<file path="src/four_channel_frame_crc16_defines.svh">
// Assertion macros shared by the frame CRC block
`ifndef FOUR_CHANNEL_FRAME_CRC16_DEFINES_SVH
`define FOUR_CHANNEL_FRAME_CRC16_DEFINES_SVH

// check cons in the same cycle as ante
`define FCC_ASSERT_NOW(label, ante, cons) \
    label: assert property (@(posedge clk) disable iff (!rst_n) (ante) |-> (cons)) \
        else $error("frame crc check failed");

// check cons in the cycle after ante
`define FCC_ASSERT_NEXT(label, ante, cons) \
    label: assert property (@(posedge clk) disable iff (!rst_n) (ante) |=> (cons)) \
        else $error("frame crc check failed");

`endif

</file>
<file path="src/fcc_pkg.sv">
// Types, constants and CRC step function for the four-channel frame CRC block
`timescale 1ns / 1ps

package fcc_pkg;

    localparam int NUM_CHAN      = 4;
    localparam int PAYLOAD_LEN   = 8;
    localparam int BEAT_W        = 4;

    localparam logic [15:0] CRC_INIT = 16'hFFFF;
    localparam logic [15:0] CRC_POLY = 16'hA001;

    localparam logic [BEAT_W-1:0] PAYLOAD_BEATS = 4'd8;
    localparam logic [BEAT_W-1:0] CRC_LO_BEAT   = 4'd8;
    localparam logic [BEAT_W-1:0] LAST_BEAT     = 4'd9;

    typedef logic [BEAT_W-1:0] beat_idx_t;

    typedef struct packed {
        logic load;
        logic shift;
    } cell_ctrl_t;

    typedef struct packed {
        logic init;
        logic update;
    } crc_ctrl_t;

    function automatic logic [15:0] crc16_byte(input logic [15:0] crc_in,
                                               input logic [7:0]  data);
        logic [15:0] crc;
        crc = crc_in ^ {8'h00, data};
        for (int k = 0; k < 8; k++) begin
            if (crc[0])
                crc = (crc >> 1) ^ CRC_POLY;
            else
                crc = crc >> 1;
        end
        return crc;
    endfunction

endpackage

</file>
<file path="src/fcc_if.sv">
// Sample and frame byte channel interfaces
`timescale 1ns / 1ps

interface fcc_sample_if;
    logic               valid;
    logic               ready;
    logic signed [15:0] chan0;
    logic signed [15:0] chan1;
    logic signed [15:0] chan2;
    logic signed [15:0] chan3;

    modport source (output valid, output chan0, output chan1, output chan2, output chan3,
                    input ready);
    modport sink   (input valid, input chan0, input chan1, input chan2, input chan3,
                    output ready);
endinterface

interface fcc_frame_if;
    logic       valid;
    logic       ready;
    logic [7:0] frame_byte;
    logic       frame_end;

    modport source (output valid, output frame_byte, output frame_end, input ready);
    modport sink   (input valid, input frame_byte, input frame_end, output ready);
endinterface

</file>
<file path="src/fcc_byte_cell.sv">
// One byte cell of the frame shift line
`timescale 1ns / 1ps

module fcc_byte_cell (
    input  logic                clk,
    input  fcc_pkg::cell_ctrl_t ctrl,
    input  logic [7:0]          load_byte,
    input  logic [7:0]          shift_in,
    output logic [7:0]          byte_q
);

    logic [7:0] byte_reg;
    logic [7:0] byte_next;

    always_comb
    begin
        byte_next = byte_reg;
        if (ctrl.load)
            byte_next = load_byte;
        else if (ctrl.shift)
            byte_next = shift_in;
    end

    always_ff @(posedge clk)
    begin
        byte_reg <= byte_next;
    end

    assign byte_q = byte_reg;

endmodule

</file>
<file path="src/fcc_crc_cell.sv">
// Running CRC-16 cell fed by the head of the shift line
`timescale 1ns / 1ps

module fcc_crc_cell (
    input  logic               clk,
    input  fcc_pkg::crc_ctrl_t ctrl,
    input  logic [7:0]         data,
    output logic [15:0]        crc_q
);

    logic [15:0] crc_reg;
    logic [15:0] crc_next;

    always_comb
    begin
        crc_next = crc_reg;
        if (ctrl.init)
            crc_next = fcc_pkg::CRC_INIT;
        else if (ctrl.update)
            crc_next = fcc_pkg::crc16_byte(crc_reg, data);
    end

    always_ff @(posedge clk)
    begin
        crc_reg <= crc_next;
    end

    assign crc_q = crc_reg;

endmodule

</file>
<file path="src/four_channel_frame_crc16.sv">
// Top level: four-channel sample framer with CRC-16 trailer
// A frame's first byte is offered once its staged sample beat has set the busy flag.
// Ten bytes per frame, one byte per cycle while frame.ready holds, on the single byte lane.
// A staging register takes the next sample beat while the current frame drains.
// Reset clears the staging flag, frame busy flag and beat index; data cells hold no reset.
`timescale 1ns / 1ps
`include "four_channel_frame_crc16_defines.svh"

module four_channel_frame_crc16 (
    input  logic        clk,
    input  logic        rst_n,
    fcc_sample_if.sink  sample,
    fcc_frame_if.source frame
);

    logic [15:0]          stage_reg [fcc_pkg::NUM_CHAN];
    logic                 stage_full_reg;
    logic                 stage_full_next;
    logic                 busy_reg;
    logic                 busy_next;
    fcc_pkg::beat_idx_t   idx_reg;
    fcc_pkg::beat_idx_t   idx_next;

    logic                 in_fire;
    logic                 out_fire;
    logic                 last_fire;
    logic                 start;
    logic                 in_payload;

    fcc_pkg::cell_ctrl_t  cell_ctrl;
    fcc_pkg::crc_ctrl_t   crc_ctrl;
    logic [7:0]           chain [fcc_pkg::PAYLOAD_LEN + 1];
    logic [7:0]           load_bytes [fcc_pkg::PAYLOAD_LEN];
    logic [15:0]          crc;

    assign sample.ready = !stage_full_reg;
    assign in_fire      = sample.valid && !stage_full_reg;
    assign out_fire     = frame.valid && frame.ready;
    assign last_fire    = out_fire && (idx_reg == fcc_pkg::LAST_BEAT);
    assign start        = stage_full_reg && (!busy_reg || last_fire);
    assign in_payload   = idx_reg < fcc_pkg::PAYLOAD_BEATS;

    always_ff @(posedge clk)
    begin
        if (in_fire)
        begin
            stage_reg[0] <= sample.chan0;
            stage_reg[1] <= sample.chan1;
            stage_reg[2] <= sample.chan2;
            stage_reg[3] <= sample.chan3;
        end
    end

    always_comb
    begin
        stage_full_next = stage_full_reg;
        if (in_fire)
            stage_full_next = 1'b1;
        else if (start)
            stage_full_next = 1'b0;

        busy_next = busy_reg;
        if (start)
            busy_next = 1'b1;
        else if (last_fire)
            busy_next = 1'b0;

        idx_next = idx_reg;
        if (start)
            idx_next = '0;
        else if (out_fire)
            idx_next = idx_reg + 1'b1;
    end

    always_ff @(posedge clk or negedge rst_n)
    begin
        if (!rst_n)
        begin
            stage_full_reg <= 1'b0;
            busy_reg       <= 1'b0;
            idx_reg        <= '0;
        end
        else
        begin
            stage_full_reg <= stage_full_next;
            busy_reg       <= busy_next;
            idx_reg        <= idx_next;
        end
    end

    assign cell_ctrl.load  = start;
    assign cell_ctrl.shift = out_fire;
    assign crc_ctrl.init   = start;
    assign crc_ctrl.update = out_fire && in_payload;

    assign chain[fcc_pkg::PAYLOAD_LEN] = 8'h00;

    genvar gi;
    generate
        for (gi = 0; gi < fcc_pkg::PAYLOAD_LEN; gi++)
        begin : g_cell
            if (gi % 2 == 0)
            begin : g_lo
                assign load_bytes[gi] = stage_reg[gi / 2][7:0];
            end
            else
            begin : g_hi
                assign load_bytes[gi] = stage_reg[gi / 2][15:8];
            end

            fcc_byte_cell u_cell (
                .clk       (clk),
                .ctrl      (cell_ctrl),
                .load_byte (load_bytes[gi]),
                .shift_in  (chain[gi + 1]),
                .byte_q    (chain[gi])
            );
        end
    endgenerate

    fcc_crc_cell u_crc (
        .clk   (clk),
        .ctrl  (crc_ctrl),
        .data  (chain[0]),
        .crc_q (crc)
    );

    always_comb
    begin
        if (in_payload)
            frame.frame_byte = chain[0];
        else if (idx_reg == fcc_pkg::CRC_LO_BEAT)
            frame.frame_byte = crc[7:0];
        else
            frame.frame_byte = crc[15:8];
    end

    assign frame.valid     = busy_reg;
    assign frame.frame_end = (idx_reg == fcc_pkg::LAST_BEAT);

    `FCC_ASSERT_NOW(a_idx_range, busy_reg, idx_reg <= fcc_pkg::LAST_BEAT)
    `FCC_ASSERT_NEXT(a_start_loads, start, busy_reg && !stage_full_reg && idx_reg == '0)
    `FCC_ASSERT_NEXT(a_crc_init, start, crc == fcc_pkg::CRC_INIT)
    `FCC_ASSERT_NEXT(a_last_idle, last_fire && !stage_full_reg, !busy_reg)

endmodule
</file>
<file path="src/flat_wrapper.sv">
// flat-port wrapper written by rule: the top's interface ports become plain ports
module four_channel_frame_crc16_flat 
  (clk, rst_n, sample_valid, sample_chan0, sample_chan1, sample_chan2, sample_chan3, sample_ready, frame_valid, frame_frame_byte, frame_frame_end, frame_ready);
  fcc_sample_if sample_i ();
  fcc_frame_if frame_i ();
  input  logic clk;
  input  logic rst_n;
  input wire logic [$bits(sample_i.valid)-1:0] sample_valid;
  input wire logic [$bits(sample_i.chan0)-1:0] sample_chan0;
  input wire logic [$bits(sample_i.chan1)-1:0] sample_chan1;
  input wire logic [$bits(sample_i.chan2)-1:0] sample_chan2;
  input wire logic [$bits(sample_i.chan3)-1:0] sample_chan3;
  output wire logic [$bits(sample_i.ready)-1:0] sample_ready;
  output wire logic [$bits(frame_i.valid)-1:0] frame_valid;
  output wire logic [$bits(frame_i.frame_byte)-1:0] frame_frame_byte;
  output wire logic [$bits(frame_i.frame_end)-1:0] frame_frame_end;
  input wire logic [$bits(frame_i.ready)-1:0] frame_ready;
  assign sample_i.valid = sample_valid;
  assign sample_i.chan0 = sample_chan0;
  assign sample_i.chan1 = sample_chan1;
  assign sample_i.chan2 = sample_chan2;
  assign sample_i.chan3 = sample_chan3;
  assign sample_ready = sample_i.ready;
  assign frame_valid = frame_i.valid;
  assign frame_frame_byte = frame_i.frame_byte;
  assign frame_frame_end = frame_i.frame_end;
  assign frame_i.ready = frame_ready;
  four_channel_frame_crc16 u_core (.clk(clk), .rst_n(rst_n), .sample(sample_i), .frame(frame_i));
endmodule
</file>
<file path="config.mk">
export PLATFORM = sky130hd
export DESIGN_NAME = four_channel_frame_crc16_flat
export DESIGN_NICKNAME = d
export VERILOG_FILES = /design/src/fcc_pkg.sv /design/src/fcc_if.sv /design/src/fcc_byte_cell.sv /design/src/fcc_crc_cell.sv /design/src/four_channel_frame_crc16.sv /design/src/flat_wrapper.sv
export VERILOG_INCLUDE_DIRS = /design/src /design/src/src
export SDC_FILE = /design/constraint.sdc
export NUM_CORES = 1
export LEC_CHECK = 0
export ABC_CLOCK_PERIOD_IN_PS = 3850
export BUFFER_PORTS_ARGS = -buffer_cell sky130_fd_sc_hd__buf_2
export CAP_MARGIN = 20
export CORE_ASPECT_RATIO = 1.2
export CORE_UTILIZATION = 53
export CTS_BUF_LIST = sky130_fd_sc_hd__clkbuf_8
export CTS_CLUSTER_SIZE = 10
export DETAILED_ROUTE_END_ITERATION = 12
export PLACE_DENSITY = 0.88
export SLEW_MARGIN = 25
export SYNTH_ARGS = -nofsm -noshare
export SYNTH_HDL_FRONTEND = slang
export SYNTH_SLANG_ARGS = --single-unit
</file>
<file path="constraint.sdc">
create_clock -name clk -period 3.85 [get_ports clk]
set_clock_uncertainty 0.05 [all_clocks]
set_input_delay 1.155 -clock clk [delete_from_list [all_inputs] [get_ports clk]]
set_output_delay 1.155 -clock clk [all_outputs]
set_load 0.03 [all_outputs]
</file>
# After elaboration in Yosys (flattened, before gate mapping)
# Memory sizes are Yosys's and may differ from the RTL's.
# Index checks and enable logic that the tools add are counted.
dict set report totals {
  register_bits 86
  word_cells 85
  memories 1
  ram_bits 64
}
# name depth width rd rd_clocked_by_memory_dff wr line
set mem_list {}
lappend mem_list {u_core.stage_reg 4 16 4 0 4 four_channel_frame_crc16.sv:16} ;# logic [15:0] stage_reg [fcc_pkg::NUM_CHAN];
dict set report classes {
  magnitude_cmp 1
  n_eq_ne 2
  bitwise_logic 9
  n_reduce_logical 11
  addsub 1
  n_mux 48
}
# cell count
set op_table {}
lappend op_table {{two-way mux 16 bit} 22}
lappend op_table {{two-way mux 8 bit} 18}
lappend op_table {{inverter 2 -> 3 bit} 8}
lappend op_table {{XOR 16 x 8 -> 16 bit} 1}
lappend op_table {{equality test 4 bit, second input constant} 2}
lappend op_table {{two-way mux 4 bit} 2}
lappend op_table {{two-way mux 1 bit} 6}
lappend op_table {{nonzero test 2 bit} 3}
lappend op_table {{logical AND 1 bit} 5}
lappend op_table {{adder 4 x 1 -> 4 bit, second input constant} 1}
lappend op_table {{< comparator 4 bit, second input constant} 1}
lappend op_table {{logical NOT 1 bit} 2}
lappend op_table {{logical OR 1 bit} 1}

# Longest topological paths before layout
# Gate-level depths: netlist (run 1).
dict set report depth {
  depth_word 31
  ltp_mapped 8
  mapped_depth_nobuf 7
}

# Modules after synthesis
# Synthesis (run 1) repeated with hierarchy kept, for this count alone.
dict set report hier_totals {
  cells_unflattened 372
  hier_area_um2 6517.5
}
# module area_each_um2 seq_area_each_um2 cells_each n_inst
set by_module_without_submodules {}
lappend by_module_without_submodules {fcc_byte_cell 377.9 240.2 18 8}
lappend by_module_without_submodules {four_channel_frame_crc16 2504.9 2072.0 136 1}
lappend by_module_without_submodules {fcc_crc_cell 989.7 320.3 92 1}

# Worst setup path after synthesis (run 1)
# OpenSTA, ideal clock, no wires.
dict set report synth_path {
  kind {input-to-reg}
  startpoint {input sample_valid}
  endpoint {memory u_core.stage_reg[0][0], enable pin}
  cell_stages 1
  setup_slack_ns -0.687
  arrival_ns 3.992
  cell_sequence {nor2b_1}
}
# element line
set synth_rtl {}
lappend synth_rtl {{from (decl)} flat_wrapper.sv:8} ;# input wire logic [$bits(sample_i.valid)-1:0] sample_valid;
lappend synth_rtl {{to (decl)} four_channel_frame_crc16.sv:16}

# Final worst setup path (run 1)
dict set report layout_path {
  startpoint {register u_core.idx_reg[0]}
  endpoint {output frame_frame_byte[1]}
}
dict set report layout_via {
  elab_chain_len 3
}
# element line
set layout_rtl {}
lappend layout_rtl {{from (decl)} four_channel_frame_crc16.sv:21} ;# fcc_pkg::beat_idx_t idx_reg;
lappend layout_rtl {{from (signal assigned)} four_channel_frame_crc16.sv:87} ;# idx_reg <= idx_next;
lappend layout_rtl {{parallel branches: the longest is 2 deep, another holds < comparator 4 bit} -}
lappend layout_rtl {{two-way mux 8 bit *} four_channel_frame_crc16.sv:130} ;# if (in_payload)
lappend layout_rtl {{to (decl)} flat_wrapper.sv:15} ;# output wire logic [$bits(frame_i.frame_byte)-1:0] frame_frame_byte;
# Mark *: on every way between the ends.

==> results of run 1 <==
-- critical path, delay by kind of cell, from the launching register on --
kind,cells,cell delay [ns]
buffers and inverters,3,0.51
DFF,1,0.40
AOI/OAI and AO/OA,1,0.21
adders and majority gates,1,0.19
muxes,1,0.13
and+or+nand+nor,1,0.12
-- logic make-up after synthesis --
family | Yosys count | synth area share, %
XOR/XNOR | 22 | 3.58
adder cells (fa/ha/maj) | 3 | 0.648
flip-flops | 150 | 74.4
AO/OA/AOI/OAI | 26 | 2.63
multiplexers | 8 | 1.38
buffers and inverters | 23 | 1.51
AND/OR/NAND/NOR | 232 | 15.8
-- metal layers --
metal,vias up,wire length (um),GRT usage [%]
li1,1743,-,-
met1,1645,4050,21.2
met2,129,5220,33.3
met3,6,547,4.61
met4,0,82,7.45
met5,-,0,0
-- area by class of cell --
type / count / area, um^2 / share of cell area [%]
multi-input combinational: 291 / 1430 / 20.9
clock buffer: 17 / 234 / 3.43
sequential: 150 / 4310 / 63.3
timing repair buffer: 85 / 480 / 7.05
inverter: 3 / 11.3 / 0.165
clock inverter: 15 / 188 / 2.75
tap: 129 / 161 / 2.37
-- worst paths after layout --
check,start,to,slack [ns],cells past startpoint
worst max-delay path,u_core.idx_reg[0],frame_frame_byte[1],0.64,7
worst min-delay path,u_core.u_crc.crc_q[9],u_core.u_crc.crc_q[1],0.45,2
worst max register to register,u_core.idx_reg[3],u_core.g_cell[3].u_cell.byte_q[1],1.35,6
worst min register to register,u_core.u_crc.crc_q[9],u_core.u_crc.crc_q[1],0.45,2
max in group asynchronous,rst_n,u_core.stage_full_reg,3.13,1
min in group asynchronous,rst_n,u_core.idx_reg[3],0.48,1
-- per-stage QoR --
stage	instance area, um^2	hold WS, ns	utilization (%)	setup WS [ns]
floorplan	5800	0.407	-	0.521
global placement	6390	0.420	60.5	1.09
detailed placement	6390	0.437	60.5	1.01
CTS	6820	0.451	64.5	0.610
global route	6820	0.462	64.5	0.546
finish	6820	0.449	64.5	0.637
-- power by group through the flow --
stage | clock network (uW) | registers, uW | logic (uW)
global route | 1330 | 2360 | 1430
floorplan | 0 | 2290 | 1010
finish | 1240 | 2330 | 1280
CTS | 1270 | 2330 | 1280
global placement | 0 | 2340 | 1220
detailed placement | 0 | 2360 | 1270
-- placed cells by master (no fill, tap or decap), drive strengths merged --
cell type	n
mux2i	8
clkinv	3
dfxtp	16
bufinv	2
buf	85
o21bai	1
clkbuf	17
nor2	14
and2	8
clkinvlp	1
o211ai	8
nand4b	1
nor2b	2
edfxtp	128
o21ai	5
xor2	7
nand4	1
a21oi	12
dfrtp	6
xnor3	1
nand2	197
nand3	8
or2	1
xnor2	14
ha	3
inv	12
==> flow_summary.toml, run 1 <==
[hold_path]
hold_path.class = "flop to flop"

[yosys]
synth.distinct_cells = 24
synth_edf_count = 128
ys_seq_elements = 150
yosys_warnings = 0
synth_top_cell_area_share_pct = 66.3
avgSynthCellArea_um2 = 12.5
synthCells = 464
synthArstFlopShare_pct = 4.00
yosysMostFrequentCell = "nand2_1"
netlist_top_cells_count = "nand2_1, edfxtp_1, clkbuf_1"
synth_top_area_cell = "edfxtp_1"
seq_area_frac_synth_pct = 74.4
ys.flop_type = "edfxtp_1"
synth_area_leaders = "edfxtp_1, nand2_1, dfxtp_1"
syn_area_um2 = 5800
synth_nets = 535

[detailed_routing]
via_per_inst = 5.11
drt_iter0_drc = 159
drtPass1Iterations = 5
drc_errors = 0
vias = 3523
routed_wl_um = 9900
ant_nets = 0
wire_per_inst_um = 14.3

[worst_setup_path]
slowest_stage = "dfrtp_1"
crit_type = "flop to output pin"
start_kind = "flop"
endpoint_kind = "output pin"
crit_fanout = 8
slowest_delay_ns = 0.40
crit_chain = "inv_1 > ha_1 > nor2b_1 > buf_4 > mux2i_1 > a21oi_1 > buf_2"
cp.required_ns = 2.64
cp.arrival_ns = 2.01

[clock_network]
path_clk_slew_ns = 0.09
htreeDepth = 4
cts-buffers-inserted = 17
cts_hold_buf = 0
cts_tree = "built"
clock_path_buffers = 2
cts_setup_buffers = 0
ctsRootBufferMaster = "clkbuf_8"
clk_latency_ns = 0.44
cts_sinks = 150
cts_resized = 0

[floorplan]
die_h_um = 117
start_util_pct = 54.8
die_area_um2 = 11400
pin_count = 79
core_um2 = 10600
rows = 41
die_w_um = 97.5

[sta]
finalHoldViolations = 0
layout_min_cycle_time_ns = 3.21
rsz0062_at_grt = "no"
fin_tns_setup_ns = 0
slew_headroom_pct = 36.2
slew_violations = 0
tightestPinTransition_ns = 0.953
finalCritPeriodShare_pct = 83.5
fmax_mhz = 311
setup_viol = 0

[power]
peakVddDrop_v = 0.000408
power_frac_comb_pct = 26.3
seqPwrFrac_pct = 48.0
power.leakage_uw = 0.00280
powerDensity_nw_per_um2 = 711
finalPower_uw = 4850
p_sw_uw = 1570
clkPwrFrac_pct = 25.7
power.internal_uw = 3280
switching_share_pct = 32.4

[grt]
grt_use_total_pct = 18.4
grt_pass1_wl_um = 15900
antenna_found_initial = 0
grt-ovfl-total = 0
grt_pass1_vias = 3496
grt_start_max_net_pins = 41

[layout]
fill_cells = 775
area_delta_synth_final_pct = 17.6
diodes = 0
drive_gt1_share_pct = 21.7
stdcell_count = 690
nets = 619

[place]
hpwl_um = 6490
place_congestion = 0.824
port_buffers = 78
dp.cells = 658

[run]
max_cap_viol_count = 0

[outcome]
status = "completed"
(Power assumes the default switching activity.)
==> run 2: changes to the inputs <==
--- a/config.mk
+++ b/config.mk
@@ -6,7 +6,7 @@
 export SDC_FILE = /design/constraint.sdc
 export NUM_CORES = 1
 export LEC_CHECK = 0
-export ABC_CLOCK_PERIOD_IN_PS = 3850
+export ABC_CLOCK_PERIOD_IN_PS = 2800
 export BUFFER_PORTS_ARGS = -buffer_cell sky130_fd_sc_hd__buf_2
 export CAP_MARGIN = 20
 export CORE_ASPECT_RATIO = 1.2
==> constraint.sdc (replaced) <==
create_clock -name clk -period 2.8 [get_ports clk]
set_clock_uncertainty 0.05 [all_clocks]
set_input_delay 0.84 -clock clk [delete_from_list [all_inputs] [get_ports clk]]
set_output_delay 0.84 -clock clk [all_outputs]
set_load 0.03 [all_outputs]
==> run 2 against run 1 <==
Net effect: register-to-register slack got worse by 0.80 ns; utilization grew 0.84 points; combinational power grew 52%; critical path depth is the same; sequential power up 37%; final cell count is 1.3% higher; critical path type unchanged; largest cell class unchanged.
==> flow_summary.toml, run 2 (same netlist as run 1, synthesis figures left out) <==
[worst_setup_path]
timing.rr.start = "u_core.idx_reg[3]"
cp_top_family = "buffers and inverters"
rr_worst_depth = 6
cp.arrival_ns = 1.88
crit_buf_inv = 3
slowest_stage = "dfrtp_1"
cp.required_ns = 1.91
crit_type = "flop to output pin"
endpoint_kind = "output pin"
crit_chain = "inv_2 > ha_4 > nor2b_4 > buf_8 > mux2i_1 > a21oi_1 > buf_4"
regToRegSetupSlack_ns = 0.55
start_kind = "flop"
slowest_delay_ns = 0.42
crit_fanout = 8
timing.rr.end = "u_core.g_cell[6].u_cell.byte_q[6]"

[clock_network]
path_clk_slew_ns = 0.07
cts_sinks = 150
clk_latency_ns = 0.43
clock_path_buffers = 2
ctsRootBufferMaster = "clkbuf_8"
cts_tree = "built"
htreeDepth = 4
cts_hold_buf = 0
cts-buffers-inserted = 17

[detailed_routing]
vias = 3592
ant_nets = 0
wire_per_inst_um = 14.5
via_per_inst = 5.14
drtPass1Iterations = 5
drt_iter0_drc = 198
routed_wl_um = 10200
drc_errors = 0

[grt]
grt_pass1_wl_um = 16200
grt-ovfl-total = 0
grt_use_total_pct = 19.1
grt_start_max_net_pins = 70
antenna_found_initial = 0
grt_pass1_vias = 3546

[layout]
final_cell_mix = "nand2_1, edfxtp_1, buf_2"
finish.instance_area_um2 = 6900
drive_gt1_share_pct = 23.0
nets = 628
area_delta_synth_final_pct = 19.1
stdcell_count = 699
diodes = 0
mostFrequentLayoutCell = "nand2_1"

[power]
powerDensity_nw_per_um2 = 980
power.leakage_uw = 0.00284
finalPower_uw = 6770
peakVddDrop_v = 0.000559

[place]
placedInstanceArea_um2 = 6410
place_congestion = 0.870
dp.cells = 660
hpwl_um = 6550
port_buffers = 78

[sta]
finalCritPeriodShare_pct = 98.9
slew_headroom_pct = 32.2
tightestPinTransition_ns = 1.01
layout_min_cycle_time_ns = 2.77
slew_violations = 0
setup_viol = 0
rsz0062_at_grt = "yes"
fmax_mhz = 361
finalHoldViolations = 0

[hold_path]
hold_path.class = "input port to asynchronous set/reset pin"

[floorplan]
pin_count = 79
core_um2 = 10600
die_area_um2 = 11400
rows = 41
start_util_pct = 54.8
die_h_um = 117
die_w_um = 97.5

[outcome]
status = "completed"

[run]
max_cap_viol_count = 0
## run 2: changes by cell type in the layout (fill, tap and decap cells not counted), sizes merged
cell,previous run,this run
buf,85,94
bufinv,2,3
clkbuf,17,18
clkinvlp,1,3
inv,12,8
## run 2: layer usage
layer	share of wire, %	global-route usage, %	vias up
li1	-	-	1757
met1	38	21.0	1671
met2	54	34.6	148
met3	6.4	5.45	16
met4	1.5	8.43	0
met5	0	0	-
## run 2: metrics by stage
| step | hold slack (ns) | setup TNS (ns) | utilization [%] | worst slack, ns |
|---|---|---|---|---|
| final | 0.172 | 0 | 65.3 | 0.0303 |
| after global routing | 0.154 | -0.153 | 65.3 | -0.0363 |
| after CTS | 0.153 | 0 | 64.6 | 0.00450 |
| after detailed placement | 0.429 | 0 | 60.6 | 0.409 |
| after global placement | 0.423 | 0 | 60.6 | 0.478 |
| after floorplan | 0.407 | 0 | - | 0.171 |
## run 2: how the worst max path moves through the flow
stage                                  from                  end  cells past startpoint
after floorplan           u_core.idx_reg[0]  frame_frame_byte[0]                      6
after global placement    u_core.idx_reg[0]  frame_frame_byte[7]                      7
after detailed placement  u_core.idx_reg[0]  frame_frame_byte[5]                      7
after CTS                 u_core.idx_reg[0]  frame_frame_byte[5]                      7
after global routing      u_core.idx_reg[1]  frame_frame_byte[6]                      7
final                     u_core.idx_reg[1]  frame_frame_byte[6]                      7
## run 2: layout make-up
type	instances	area, um^2
clock buffers	18	248
flip-flops and latches	150	4310
well taps	129	161
fillers	742	3660
repair buffers	94	573
clock inverters	14	150
multi-input cells	291	1450
inverters	3	11.3
## run 2: repair_timing
| item | in CTS | in global routing |
|---|---|---|
| endpoints found under the hold margin | 0 | 0 |
| gates resized for setup | 4 | 16 |
| setup buffers | 2 | 5 |
| pin swaps | 0 | 4 |
| endpoints found under the setup margin | 8 | 8 |
## run 2: report_power, final
| group | total (uW) | internal (uW) | switching (uW) |
|---|---|---|---|
| Clock | 1620 | 886 | 736 |
| Combinational | 1940 | 844 | 1100 |
| Sequential | 3200 | 2940 | 264 |
==> run 3: changes to the inputs <==
--- a/config.mk
+++ b/config.mk
@@ -10,11 +10,11 @@
 export BUFFER_PORTS_ARGS = -buffer_cell sky130_fd_sc_hd__buf_2
 export CAP_MARGIN = 20
 export CORE_ASPECT_RATIO = 1.2
-export CORE_UTILIZATION = 53
+export CORE_UTILIZATION = 35
 export CTS_BUF_LIST = sky130_fd_sc_hd__clkbuf_8
 export CTS_CLUSTER_SIZE = 10
 export DETAILED_ROUTE_END_ITERATION = 12
-export PLACE_DENSITY = 0.88
+export PLACE_DENSITY = 0.66
 export SLEW_MARGIN = 25
 export SYNTH_ARGS = -nofsm -noshare
 export SYNTH_HDL_FRONTEND = slang
==> run 3 against run 2 <==
Net effect: utilization down 22 points; non-clock buffer count unchanged; total power down 2.4%; cell area rose by 1.1%; via count is 2.2% lower; critical path type unchanged; highest routed layer unchanged.
==> flow_summary.toml, run 3 (same netlist as run 1, synthesis figures left out) <==
[outcome]
status = "completed"

[clock_network]
htreeDepth = 4
ctsRootBufferMaster = "clkbuf_8"
cts-buffers-inserted = 17
clk_latency_ns = 0.44
cts_hold_buf = 0
cts_tree = "built"
cts_sinks = 150
path_clk_slew_ns = 0.08
clock_path_buffers = 2

[floorplan]
pin_count = 79
start_util_pct = 35.8
die_h_um = 143
die_area_um2 = 17100
rows = 51
die_w_um = 119
core_um2 = 16200

[detailed_routing]
drt_iter0_drc = 259
via_per_inst = 4.49
drc_errors = 0
drtPass1Iterations = 5
vias = 3513
ant_nets = 0
wire_per_inst_um = 13.4
routed_wl_um = 10500

[layout]
mostFrequentLayoutCell = "nand2_1"
fill_cells = 1524
ff_latch_area_um2 = 4310
area_delta_synth_final_pct = 20.5
drive_gt1_share_pct = 23.5
final_core_util_pct = 43.1
nets = 628
stdcell_count = 782
final_cell_mix = "nand2_1, edfxtp_1, buf_2"
diodes = 0
multiInputGateArea_um2 = 1450

[worst_setup_path]
crit_type = "flop to output pin"
crit_fanout = 8
cp.arrival_ns = 1.84
endpoint_kind = "output pin"
cp.required_ns = 1.91
start_kind = "flop"

[power]
power_frac_comb_pct = 29.0
switching_share_pct = 33.2
powerDensity_nw_per_um2 = 946
clkPwrFrac_pct = 22.5
power.leakage_uw = 0.00282
power.internal_uw = 4410
peakVddDrop_v = 0.000477
finalPower_uw = 6600
p_sw_uw = 2190
seqPwrFrac_pct = 48.4

[grt]
grt-ovfl-total = 0
grt_start_max_net_pins = 70
antenna_found_initial = 0
grt_pass1_vias = 3521
use_met2_pct = 21.9
use_met3_pct = 4.39
grt_use_total_pct = 13.1
busiest_layer = "met2"
grt_pass1_wl_um = 16900
met1_usage_pct = 15.5

[sta]
rsz0062_at_grt = "yes"
finalHoldViolations = 0
setup_slack_ns = 0.0659
layout_min_cycle_time_ns = 2.73
fin_tns_setup_ns = 0
finalCritPeriodShare_pct = 97.6
tightestPinTransition_ns = 0.691
setup_viol = 0
slew_violations = 0
slew_headroom_pct = 53.8
fmax_mhz = 366

[run]
max_cap_viol_count = 0

[place]
preCtsSetupSlack_ns = 0.394
place_congestion = 0.816
hpwl_um = 6590
dp.cells = 743
port_buffers = 78

[hold_path]
hold_path.class = "input port to asynchronous set/reset pin"
-- run 3: cell types whose count changed in the layout (fill, tap and decap cells not counted), sizes merged --
| cell | previous run | this run |
|---|---|---|
| bufinv | 3 | 0 |
| inv | 8 | 12 |
| clkbuf | 18 | 17 |
-- run 3: metal layers --
metal,up-vias,routed length (um)
li1,1759,-
met1,1644,4640
met2,99,5210
met3,11,485
met4,0,166
met5,-,0
-- run 3: area by class of cell --
class / instances / share of cell area [%]
Clock buffer: 17 / 3.35
Sequential cell: 150 / 61.8
Multi-Input combinational cell: 291 / 20.7
Timing Repair Buffer: 94 / 8.46
Inverter: 3 / 0.161
Tap cell: 212 / 3.80
Clock inverter: 15 / 1.72
-- run 3: repair_timing --
action,4_1_cts,5_1_grt
hold endpoints to repair,0,0
gates resized for setup,4,15
pin swaps,1,4
buffers inserted,3,4
setup endpoints to repair,8,8
-- run 3: critical path, cell delays in order, from the launching register on --
cell	delay (ns)
dfrtp_1	0.41
inv_2	0.09
ha_4	0.12
nor2b_4	0.13
buf_8	0.15
mux2i_1	0.21
a21oi_1	0.10
buf_4	0.20
-- run 3: final timing paths --
kind / from / end / slack [ns] / cells past startpoint
min in group clk: u_core.u_crc.crc_q[11] / u_core.u_crc.crc_q[3] / 0.44 / 2
worst max register to register: u_core.idx_reg[3] / u_core.g_cell[4].u_cell.byte_q[1] / 0.71 / 6
max in group asynchronous: rst_n / u_core.idx_reg[1] / 2.39 / 1
worst min register to register: u_core.u_crc.crc_q[11] / u_core.u_crc.crc_q[3] / 0.44 / 2
worst min-delay path: rst_n / u_core.idx_reg[2] / 0.17 / 1
worst max-delay path: u_core.idx_reg[1] / frame_frame_byte[6] / 0.07 / 7
-- run 3: power by group through the flow --
| stage | combinational, uW | sequential [uW] | clock [uW] |
|---|---|---|---|
| 3_3_place_gp | 1700 | 3230 | 0 |
| 4_1_cts | 1840 | 3190 | 1530 |
| 3_5_place_dp | 1780 | 3250 | 0 |
| 6_report | 1920 | 3200 | 1490 |
| 5_1_grt | 2120 | 3250 | 1610 |
| 2_1_floorplan | 1390 | 3150 | 0 |
-- run 3: metrics by stage --
step | hold WS [ns] | area (um^2)
after global placement | 0.421 | 6500
after floorplan | 0.407 | 5810
after global routing | 0.125 | 6980
final | 0.165 | 6980
after detailed placement | 0.433 | 6530
after CTS | 0.130 | 6920
